**src/design/mhpq_pkg.sv**
```systemverilog
`default_nettype none
package mhpq_pkg;

  localparam int CAPACITY = 15;
  localparam int AW       = 4;   // store address bits, slots 1..CAPACITY
  localparam int CW       = 4;   // count bits
  localparam int IW       = 5;   // child index can step past the store

  typedef enum logic [0:0] {
    OP_INSERT = 1'b0,
    OP_DELETE = 1'b1
  } op_t;

  typedef enum logic [1:0] {
    ST_OK    = 2'd0,
    ST_FULL  = 2'd1,
    ST_EMPTY = 2'd2
  } status_t;

  typedef struct packed {
    op_t                op;
    logic signed [31:0] key;
  } cmd_t;

  typedef struct packed {
    status_t            status;
    logic signed [31:0] max_key;
    logic [CW-1:0]      entry_count;
    logic [2:0]         levels;
  } res_t;

  typedef enum logic [3:0] {
    S_IDLE,
    S_UP_CMP,
    S_UP_FIN,
    S_DN_TOP,
    S_DN_LAST,
    S_DN_L,
    S_DN_R,
    S_DN_FIN
  } state_t;

  // bit length of the count
  function automatic logic [2:0] level_count(input logic [CW-1:0] n);
    logic [2:0] c;
    c = 3'd0;
    for (int b = 0; b < CW; b++) begin
      if (n[b]) c = 3'(b + 1);
    end
    return c;
  endfunction

endpackage
`default_nettype wire

```
**src/design/mhpq_front.sv**
```systemverilog
`default_nettype none
module mhpq_front import mhpq_pkg::*; (
  input  wire logic               clk,
  input  wire logic               rst,
  input  wire logic               push,
  output logic                    full,
  input  wire logic               opcode,
  input  wire logic signed [31:0] key,
  output logic                    cmd_valid,
  output cmd_t                    cmd,
  input  wire logic               cmd_take
);

  cmd_t       slots [0:1];
  logic       wr_ptr;
  logic       rd_ptr;
  logic [1:0] used;
  logic       do_push;
  logic       do_take;

  assign full      = (used == 2'd2);
  assign cmd_valid = (used != 2'd0);
  assign cmd       = slots[rd_ptr];
  assign do_push   = push && !full;
  assign do_take   = cmd_take && cmd_valid;

  always_ff @(posedge clk) begin
    if (do_push) begin
      slots[wr_ptr].op  <= op_t'(opcode);
      slots[wr_ptr].key <= key;
    end
  end

  always_ff @(posedge clk) begin
    if (rst) begin
      wr_ptr <= 1'b0;
      rd_ptr <= 1'b0;
      used   <= 2'd0;
    end else begin
      if (do_push) wr_ptr <= ~wr_ptr;
      if (do_take) rd_ptr <= ~rd_ptr;
      used <= used + 2'(do_push) - 2'(do_take);
    end
  end

endmodule
`default_nettype wire

```
**src/design/mhpq_back.sv**
```systemverilog
`default_nettype none
module mhpq_back import mhpq_pkg::*; (
  input  wire logic clk,
  input  wire logic rst,
  input  wire logic cmd_valid,
  input  cmd_t      cmd,
  output logic      cmd_take,
  output logic      res_valid,
  output res_t      res,
  input  wire logic res_take
);

  logic signed [31:0] store [0:(1<<AW)-1];
  logic signed [31:0] rdata;
  logic [AW-1:0]      raddr;
  logic               we;
  logic [AW-1:0]      waddr;
  logic signed [31:0] wdata;

  state_t             state, state_next;
  logic [CW-1:0]      count, count_next;
  logic [IW-1:0]      idx, idx_next;     // insert slot, or parent on delete
  logic [IW-1:0]      chi, chi_next;     // child on delete
  logic signed [31:0] hold, hold_next;   // key being placed
  logic signed [31:0] top, top_next;
  logic signed [31:0] lv, lv_next;
  logic               finish;
  status_t            fin_status;
  logic signed [31:0] fin_key;
  logic signed [31:0] best;
  logic [IW-1:0]      best_idx;
  logic [IW-1:0]      c2;

  always_ff @(posedge clk) begin
    if (we) store[waddr] <= wdata;
    rdata <= store[raddr];
  end

  // larger child, left on a tie
  always_comb begin
    best     = lv;
    best_idx = chi;
    if (state == S_DN_R && lv < rdata) begin
      best     = rdata;
      best_idx = chi + IW'(1);
    end
    if (state == S_DN_L) best = rdata;
    c2 = {best_idx[IW-2:0], 1'b0};
  end

  always_comb begin
    state_next = state;
    count_next = count;
    idx_next   = idx;
    chi_next   = chi;
    hold_next  = hold;
    top_next   = top;
    lv_next    = lv;
    raddr      = '0;
    we         = 1'b0;
    waddr      = '0;
    wdata      = hold;
    cmd_take   = 1'b0;
    finish     = 1'b0;
    fin_status = ST_OK;
    fin_key    = '0;
    unique case (state)
      S_IDLE: begin
        if (cmd_valid && !res_valid) begin
          cmd_take  = 1'b1;
          hold_next = cmd.key;
          if (cmd.op == OP_INSERT) begin
            if (count == CW'(CAPACITY)) begin
              finish     = 1'b1;
              fin_status = ST_FULL;
            end else begin
              count_next = count + CW'(1);
              idx_next   = IW'(count) + IW'(1);
              if (count == '0) begin
                we     = 1'b1;
                waddr  = AW'(1);
                wdata  = cmd.key;
                finish = 1'b1;
              end else begin
                raddr      = AW'(idx_next >> 1);
                state_next = S_UP_CMP;
              end
            end
          end else begin
            if (count == '0) begin
              finish     = 1'b1;
              fin_status = ST_EMPTY;
            end else begin
              raddr      = AW'(1);
              state_next = S_DN_TOP;
            end
          end
        end
      end
      S_UP_CMP: begin
        we    = 1'b1;
        waddr = idx[AW-1:0];
        if (hold > rdata) begin
          wdata    = rdata;
          idx_next = idx >> 1;
          raddr    = AW'(idx_next >> 1);
          if (idx_next == IW'(1)) state_next = S_UP_FIN;
        end else begin
          wdata      = hold;
          finish     = 1'b1;
          state_next = S_IDLE;
        end
      end
      S_UP_FIN: begin
        we         = 1'b1;
        waddr      = AW'(1);
        wdata      = hold;
        finish     = 1'b1;
        state_next = S_IDLE;
      end
      S_DN_TOP: begin
        top_next   = rdata;
        raddr      = count[AW-1:0];
        count_next = count - CW'(1);
        state_next = S_DN_LAST;
      end
      S_DN_LAST: begin
        hold_next = rdata;
        idx_next  = IW'(1);
        chi_next  = IW'(2);
        if (IW'(count) < IW'(2)) begin
          we         = 1'b1;
          waddr      = AW'(1);
          wdata      = rdata;
          finish     = 1'b1;
          fin_key    = top;
          state_next = S_IDLE;
        end else begin
          raddr      = AW'(2);
          state_next = S_DN_L;
        end
      end
      S_DN_L, S_DN_R: begin
        if (state == S_DN_L && chi < IW'(count)) begin
          lv_next    = rdata;
          raddr      = AW'(chi + IW'(1));
          state_next = S_DN_R;
        end else begin
          we    = 1'b1;
          waddr = idx[AW-1:0];
          if (hold >= best) begin
            wdata      = hold;
            finish     = 1'b1;
            fin_key    = top;
            state_next = S_IDLE;
          end else begin
            wdata    = best;
            idx_next = best_idx;
            chi_next = c2;
            raddr    = c2[AW-1:0];
            if (c2 > IW'(count)) state_next = S_DN_FIN;
            else                 state_next = S_DN_L;
          end
        end
      end
      S_DN_FIN: begin
        we         = 1'b1;
        waddr      = idx[AW-1:0];
        wdata      = hold;
        finish     = 1'b1;
        fin_key    = top;
        state_next = S_IDLE;
      end
      default: state_next = S_IDLE;
    endcase
  end

  always_ff @(posedge clk) begin
    if (rst) begin
      state     <= S_IDLE;
      count     <= '0;
      res_valid <= 1'b0;
    end else begin
      state <= state_next;
      count <= count_next;
      if (finish)        res_valid <= 1'b1;
      else if (res_take) res_valid <= 1'b0;
    end
  end

  always_ff @(posedge clk) begin
    idx  <= idx_next;
    chi  <= chi_next;
    hold <= hold_next;
    top  <= top_next;
    lv   <= lv_next;
    if (finish) begin
      res.status      <= fin_status;
      res.max_key     <= fin_key;
      res.entry_count <= count_next;
      res.levels      <= level_count(count_next);
    end
  end

endmodule
`default_nettype wire

```
**src/design/max_heap_priority_queue_unit.sv**
```systemverilog
// Bounded max-heap priority queue, 15 signed 32-bit keys.
// Input channel: opcode (insert or delete max) and key, taken on a beat where
// push is high and full is low. A two-entry command queue sits in front of
// the heap engine, so a couple of commands can wait while one is worked.
// Result channel: status, max_key, entry_count and levels are valid while
// empty is low; a beat completes when pop is high. Exactly one result per
// command, in command order.
// Steps, from the command beat to empty going low with the engine free:
// refused commands and inserts into an empty heap finish straight from idle;
// other inserts make one compare per level climbed, plus a final write when
// the key reaches the root; a delete reads the root and then the last key,
// then reads both children per level examined (only the left where only a
// left child exists), plus a final write when the key sinks to the bottom.
// Every parent and child is one read of the key store. The engine takes the
// next command in the cycle after the result beat.
// Reset clears the count and all queues; store contents need no clearing.
// When the receiver stalls, the result holds and the engine waits before
// starting the next command; the command queue then fills and raises full.
`default_nettype none
module max_heap_priority_queue_unit import mhpq_pkg::*; (
  input  wire logic               clk,
  input  wire logic               rst,
  input  wire logic               push,
  output logic                    full,
  input  wire logic               opcode,
  input  wire logic signed [31:0] key,
  output logic                    empty,
  input  wire logic               pop,
  output logic [1:0]              status,
  output logic signed [31:0]      max_key,
  output logic [3:0]              entry_count,
  output logic [2:0]              levels
);

  logic cmd_valid;
  cmd_t cmd;
  logic cmd_take;
  logic res_valid;
  res_t res;

  mhpq_front u_front (
    .clk, .rst, .push, .full, .opcode, .key,
    .cmd_valid, .cmd, .cmd_take
  );

  mhpq_back u_back (
    .clk, .rst, .cmd_valid, .cmd, .cmd_take,
    .res_valid, .res, .res_take(pop)
  );

  assign empty       = !res_valid;
  assign status      = res.status;
  assign max_key     = res.max_key;
  assign entry_count = res.entry_count;
  assign levels      = res.levels;

endmodule
`default_nettype wire

```
**config.mk**
```make
export PLATFORM = sky130hd
export DESIGN_NAME = max_heap_priority_queue_unit
export DESIGN_NICKNAME = d
export VERILOG_FILES = /design/src/design/mhpq_pkg.sv /design/src/design/mhpq_front.sv /design/src/design/mhpq_back.sv /design/src/design/max_heap_priority_queue_unit.sv
export SDC_FILE = /design/constraint.sdc
export NUM_CORES = 1
export LEC_CHECK = 0
export ABC_CLOCK_PERIOD_IN_PS = 7600
export BUFFER_PORTS_ARGS = -buffer_cell sky130_fd_sc_hd__buf_2
export CAP_MARGIN = 20
export CELL_PAD_IN_SITES_DETAIL_PLACEMENT = 0
export CELL_PAD_IN_SITES_GLOBAL_PLACEMENT = 1
export CORE_MARGIN = 2
export CORE_UTILIZATION = 52
export DETAILED_ROUTE_END_ITERATION = 7
export PLACE_DENSITY = 0.83
export SYNTH_ARGS = -nofsm -noshare
export SYNTH_HDL_FRONTEND = slang
export SYNTH_SLANG_ARGS = --single-unit
```
**constraint.sdc**
```tcl
create_clock -name clk -period 7.6 [get_ports clk]
set_input_delay 1.52 -clock clk [delete_from_list [all_inputs] [get_ports clk]]
set_output_delay 1.52 -clock clk [all_outputs]
set_load 0.05 [all_outputs]
```
Yosys cells after proc, flatten, opt, wreduce, memory -nomap -nowiden:

Memory sizes are Yosys's and may differ from the RTL's. A register that Yosys moved wholly into a read port is not among the register bits.
Cells that the tools add are included.

* register bits: 160
* RAM bits: 578
* logic and storage cells: 166
* memories kept: 2

Memories
* u_back.store: depth 16, bits a word 32, read ports 1, clocked after Yosys merged registers in 1, write ports 1, line mhpq_back.sv:13 `logic signed [31:0] store [0:(1<<AW)-1];`
* u_front.slots: depth 2, bits a word 33, read ports 1, clocked after Yosys merged registers in 1, write ports 1, line mhpq_front.sv:14 `cmd_t slots [0:1];`

* add/subtract/negate cells: 6
* magnitude comparators: 6
* equality and inequality tests: 20
* mux-type cells: 91
* bitwise logic cells: 2
* reduce and logical (&&, ||, !) cells: 24

Operators by type and width (count)
* two-way mux 32 bit: 14
* case mux 32 bit (4 select lines): 1
* case mux 32 bit (3 select lines): 1
* two-way mux 4 bit: 22
* case mux 32 bit (2 select lines): 1
* case mux 4 bit (5 select lines): 3
* two-way mux 5 bit: 9
* >= comparator 32 bit: 1
* > comparator 32 bit: 1
* < comparator 32 bit: 1
* two-way mux 1 bit: 27
* case mux 5 bit (4 select lines): 1
* equality test 4 x 3 -> 1 bit (second input constant): 4
* two-way mux 2 bit: 6
* case mux 5 bit (2 select lines): 1
* equality test 4 x 1 -> 1 bit (second input constant): 2
* equality test 4 x 2 -> 1 bit (second input constant): 2
* zero test 4 bit: 2
* inequality test 2 bit (second input constant): 4
* case mux 4 bit (2 select lines): 1
* nonzero test 2 bit: 4
* AND reduction 7 bit: 1
* two-way mux 3 bit: 2
* inequality test 3 x 2 -> 1 bit (second input constant): 2
* other kinds (24): 36

Depth between registers and ports, before layout:

* depth in word-level cells: 9
* depth in mapped cells: 23

Cells and area by module:

Synthesis repeated with hierarchy kept, for this count alone.

* cell total of the unflattened synthesis: 2637
* area total of the unflattened synthesis: 34734.6 µm²

By module, submodules not included
* mhpq_back: times used 1, cells each 2506, area an instance 32120.8 µm², sequential area each 20559.7 µm²
* mhpq_front: times used 1, cells each 130, area an instance 2610.0 µm², sequential area each 2082.0 µm²
* max_heap_priority_queue_unit: times used 1, cells each 1, area an instance 3.8 µm², sequential area each 0.0 µm²

Least setup slack after synthesis:

OpenSTA, ideal clock, no wires.

* kind: register to register
* start: register u_back.count[1]
* end: memory u_back.store[8][0] (enable)
* setup time: 0.501 ns
* arrival time: 5.068 ns
* data required time: 7.099 ns
* path slack: 2.031 ns
* stages on the path, launching flop included: 11
* buffers on the path: 0
* clock period less this slack: 5.569 ns
* cells stage by stage: dfxtp_1 > inv_1 > ha_1 > nor2b_1 > o21a_1 > o21ai_1 > nand3_1 > nand2_1 > o21ai_1 > a211o_1 > nor4_1

* cells in the longest elaborated chain, start to end: 8

Ends and longest elaborated chain
* from (decl): line mhpq_back.sv:21 `logic [CW-1:0] count, count_next;`
* from (signal assigned): line mhpq_back.sv:185 `count <= count_next;`
* zero test 4 bit: line mhpq_back.sv:79 `if (count == '0) begin`
* two-way mux 1 bit: line mhpq_back.sv:79
* two-way mux 1 bit: line mhpq_back.sv:73 `if (count == CW'(CAPACITY)) begin`
* two-way mux 1 bit: line mhpq_back.sv:72 `if (cmd.op == OP_INSERT) begin`
* two-way mux 1 bit: line mhpq_back.sv:69 `if (cmd_valid && !res_valid) begin`
* case mux 1 bit (4 select lines): line mhpq_back.sv:67 `unique case (state)`
* two-way mux 1 bit: line mhpq_back.sv:35 `if (we) store[waddr] <= wdata;`
* two-way mux 1 bit (not written as such): line mhpq_back.sv:35
* to (decl): line mhpq_back.sv:13

Several ways; a longest one is shown, not always the timed one.

Worst setup path in the final report:

* start: register u_back.rdata[27] (read register of u_back.store)
* end: register u_back.rdata[18] (read register of u_back.store)

* cells in the longest elaborated chain, start to end: 8

Ends and longest elaborated chain
* from (decl): line mhpq_back.sv:14 `logic signed [31:0] rdata;`
* < comparator 32 bit: line mhpq_back.sv:43 `if (state == S_DN_R && lv < rdata) begin`
* logical AND 1 bit: line mhpq_back.sv:43
* two-way mux 32 bit: line mhpq_back.sv:43
* two-way mux 32 bit: line mhpq_back.sv:47 `if (state == S_DN_L) best = rdata;`
* >= comparator 32 bit: line mhpq_back.sv:151 `if (hold >= best) begin`
* two-way mux 4 bit: line mhpq_back.sv:151
* two-way mux 4 bit: line mhpq_back.sv:144 `if (state == S_DN_L && chi < IW'(count)) begin`
* case mux 4 bit (5 select lines) (*): line mhpq_back.sv:67

Every way passes the cells marked *; elsewhere a longest branch is shown, timed or not.
A chain may end at the register's enable or synchronous reset.

==> metrics.log <==
[metrics] Max VDD drop: 240 uV
[metrics] standard cell core area: 64600 um2
[metrics] max-slew violation total from the final report: 0
[metrics] post-synthesis xor/xnor area fraction: 0.00258
[metrics] Final min period: 6.88 ns
[metrics] post-route setup slack: 0.717 ns
[metrics] worst-margin pin slew: 0.984 ns
[metrics] estimated wirelength of the detail-placed design: 52100 um
[metrics] cell count along the critical path: 22
[metrics] largest family of logic cells by synthesized area: compound AO/OA/AOI/OAI gates
[metrics] count of yosys warnings during synthesis: 0
[metrics] # resized after CTS: 0
[metrics] layout cells sized above 1: 0.116
[metrics] commonest cells after routing, fill and taps aside: edfxtp_1 (724), nand2_1 (615), a21oi_1 (240)
[metrics] final std cells w/o fill: 3805
[metrics] Clock Sink Count: 769
[metrics] total wirelength of the detailed-routed design: 89500 um
[metrics] Port-buffer cells: 79
[metrics] DRC violation total after the first TritonRoute iteration: 2699
[metrics] filler cell count in the final layout: 5073
[metrics] later-pin clock latency in the skew report: 0.64 ns
[metrics] depth of the worst register-to-register path: 22
[metrics] launch point of the worst reg-to-reg path: u_back.rdata[27]
[metrics] H-tree depth reported by CTS: 3
[metrics] Remaining Overflow, GRT: 0
[metrics] initial core utilization: 0.527
[metrics] PwrDens: 432 nW/um2
[metrics] fraction of power spent switching nets: 0.373
[metrics] residual DRC count: 0
[metrics] RSZ-0062 raised after global routing: false
[metrics] setup tns final: 0 ns
[metrics] kind of cell adding the most delay to the critical path: compound AO/OA/AOI/OAI gates
[metrics] worst-case hold path end point: u_back.res[31]
[metrics] CTS tree: built
[metrics] dominant register cell in the synthesized netlist: edfxtp_1
[metrics] Clk pwr share: 0.233
[metrics] share of cell area taken by muxes after synthesis: 0.0295
[metrics] CP startpoint kind: flip-flop
[metrics] count of buffering cells on the critical path with inverters included: 3
[metrics] static leakage power: 14.0 nW
[metrics] Post-Synthesis Cell Area: 34000 um2
[metrics] final weighted congestion in routability-driven placement: 0.921
[metrics] pin count of the biggest net entering global routing: 116
[metrics] switching power summed over all nets: 6.21 mW
[metrics] critical path's slowest cell: a31oi_4
[metrics] endpoint class of the critical path: flip-flop
[metrics] number of stages on the worst hold path: 1
[metrics] mean number of vias per cell: 6.03
[metrics] row cnt: 93
[metrics] Syn Inst Count: 2784
[metrics] cell internal pwr: 10.4 mW
[metrics] net count of the finished layout: 3026
[metrics] post-place setup slack: 0.673 ns
[metrics] number of vias after detailed routing: 22958
[metrics] vias in the first global route: 22111
[metrics] hold bufs inserted after CTS: 0
[metrics] upper clock frequency limit: 145 MHz
[metrics] number of routed nets with antenna violations: 0
[metrics] Slowest Stage Delay on Critical Path: 0.76 ns
[metrics] total clock buffers created by CTS: 79
[metrics] Die Outline Area: 67500 um2
[metrics] Placed Cells: 3651
[metrics] leading cell type in the layout, fill and taps excluded: edfxtp_1
[metrics] CTS clk-pin slew, worst paths: 0.06 ns
[metrics] syn_area_per_cell: 12.2 um2
[metrics] kind of critical path: reg -> reg
[metrics] combinational fraction of design power: 0.351
[metrics] Crit Path Max Fanout: 20
[metrics] length of the first detailed-routing pass in iterations: 5
[metrics] cells along the critical path: inv_1, ha_1, a21oi_1, o21ai_0, a221oi_1, o21ai_0, or3_4, o211ai_4, buf_12, mux2i_1, ha_1, a21o_1, a21o_1, a21oi_1, a21oi_1, o221ai_1, and4_1, a222oi_1, a31oi_4, buf_4, o21ai_0, nand4_1
[metrics] relative max-transition margin: 0.343
[metrics] All-Layer GR Usage: 0.264
[metrics] R2R Path End: u_back.rdata[18]
[metrics] number of flops mapped to enable cells by yosys: 724
[metrics] detailed-route wire length per cell: 23.5 um
[metrics] final hold viol count: 0
[metrics] die height: 260 um
[metrics] post-CTS setup repair buffer count: 0
[metrics] result of the run: finished, final reports clean
[metrics] relative area change from synthesis to final layout: 13.3%
[metrics] share of flip-flops with an asynchronous set or reset: 0
[metrics] max-cap check violation count: 0
[metrics] critical path data arrival time: 7.40 ns
[metrics] share of the synthesized area in compound gates (AO/OA/AOI/OAI): 0.132
[metrics] share of power burned in registers: 0.416
[metrics] basic-gate share of the synthesized area counting and, or, nand and nor cells: 0.106
[metrics] clock skew after layout: 0.0361 ns
[metrics] count of unique library cells instantiated by Yosys: 65
[metrics] class of the worst hold path: reg -> reg
[metrics] final critical-path share of the clock period: 0.906
[metrics] hold path start: u_back.top[24]
[metrics] buffer levels on the longest clock path: 3
[metrics] buffer cell driving the clock tree root: clkbuf_16
[metrics] die boundary width: 260 um
[metrics] post-synth net total: 2927
[metrics] initial antenna violation count: 4
[metrics] setup slack, reg-to-reg: 0.72 ns
[metrics] fraction of the yosys area taken by sequential cells: 0.666
[metrics] global-route wire length before repair: 135000 um
[metrics] flops & latches, synth: 769
[metrics] data required time of the worst path: 8.11 ns
[metrics] total I/O pin count: 80
[metrics] count of final setup violators: 0
[metrics] adder and majority cell fraction of the synthesized area: 0.0390
-- registers in the layout (all words and copies together) (netlist names), 5 cells and up, named ones only --
name           count
u_back.hold       32
u_back.idx         5
u_back.lv         32
u_back.rdata      32
u_back.res        41
u_back.store     512
u_back.top        32
u_front.slots     66
-- power groups by stage --
stage	Sequential, mW	Clock [mW]	Combinational, mW
floorplan	7.24	0	3.22
global placement	6.96	0	5.51
detailed placement	6.99	0	5.69
CTS	6.91	3.93	5.72
global route	6.97	4.09	6.41
finish	6.92	3.88	5.84
-- synth_stat cells (8+ instances only) --
library cell  number  area [um2]
a21oi_1          243        1220
dfxtp_1           45         901
mux2i_1           97         971
a21boi_1          26         195
o21ai_1           14        70.1
nor2_1            88         330
clkbuf_1          94         353
nand3_1           20         100
ha_1             106        1330
and2_1            35         219
inv_1             55         206
o2bb2ai_1         31         272
nand2_1          617        2320
buf_2             38         190
o221ai_1          35         307
and3_1             8        50.1
nand4_1           52         325
o21ai_0          176         881
buf_1             26        97.6
o21a_1            33         248
a21o_1            18         135
a21boi_0         103         773
edfxtp_1         724       21700
-- worst reg2reg max path, stage by stage (launching register included) --
cell	delay, ns
dfxtp_1	0.53
inv_1	0.12
ha_1	0.31
a21oi_1	0.15
o21ai_0	0.12
a221oi_1	0.28
o21ai_0	0.27
or3_4	0.47
o211ai_4	0.30
buf_12	0.30
mux2i_1	0.30
ha_1	0.29
a21o_1	0.16
a21o_1	0.17
a21oi_1	0.27
a21oi_1	0.11
o221ai_1	0.42
and4_1	0.35
a222oi_1	0.20
a31oi_4	0.76
buf_4	0.43
o21ai_0	0.19
nand4_1	0.27
-- metrics by stage --
| stage | power, mW | utilization | cell area (um2) | hold WS [ns] |
|---|---|---|---|---|
| final | 16.6 | 0.597 | 38500 | 0.519 |
| after global placement | 12.5 | 0.555 | 35900 | 0.495 |
| after detailed placement | 12.7 | 0.555 | 35900 | 0.503 |
| after CTS | 16.6 | 0.596 | 38500 | 0.518 |
| after global routing | 17.5 | 0.597 | 38500 | 0.531 |
| after floorplan | 10.5 | - | 34000 | 0.481 |
-- layout make-up --
| class | instances | area (um2) | area share |
|---|---|---|---|
| inverter | 57 | 214 | 0.00555 |
| tap | 855 | 1070 | 0.0278 |
| multi-input combinational | 1800 | 10800 | 0.279 |
| timing repair buffer | 176 | 1270 | 0.0328 |
| sequential | 769 | 22600 | 0.587 |
| antenna | 1 | 2.50 | 0.0000649 |
| clock inverter | 42 | 429 | 0.0111 |
| clock buffer | 105 | 2160 | 0.0562 |
-- cell families (layout without fill, tap and decap cells) --
group	count (synthesis)	after routing
AOI/OAI and AO/OA	726	726
xor gates and xnor gates	10	10
adders and majority gates	106	106
buffers and inverters	215	380
DFF	769	769
muxes	100	100
other	0	1
and+or+nand+nor	858	858
-- routing by layer --
metal,up-vias,GRT usage,part of all wire
met4,0,0.0793,0.022
met2,1000,0.429,0.48
met3,129,0.0346,0.078
met1,11371,0.372,0.42
met5,-,0,0
li1,10458,-,-
-- how the worst max path moves through the flow --
stage	end	slack (ns)	startpoint
floorplan	u_back.store[8][0]	2.03	u_back.count[1]
global placement	u_back.rdata[18]	0.92	u_back.rdata[25]
detailed placement	u_back.store[11][16]	0.67	u_back.rdata[27]
CTS	u_back.store[11][16]	0.63	u_back.rdata[27]
global route	u_back.rdata[29]	0.52	u_back.rdata[15]
finish	u_back.rdata[18]	0.72	u_back.rdata[27]
Note: power is estimated with default switching activity, not from simulation.
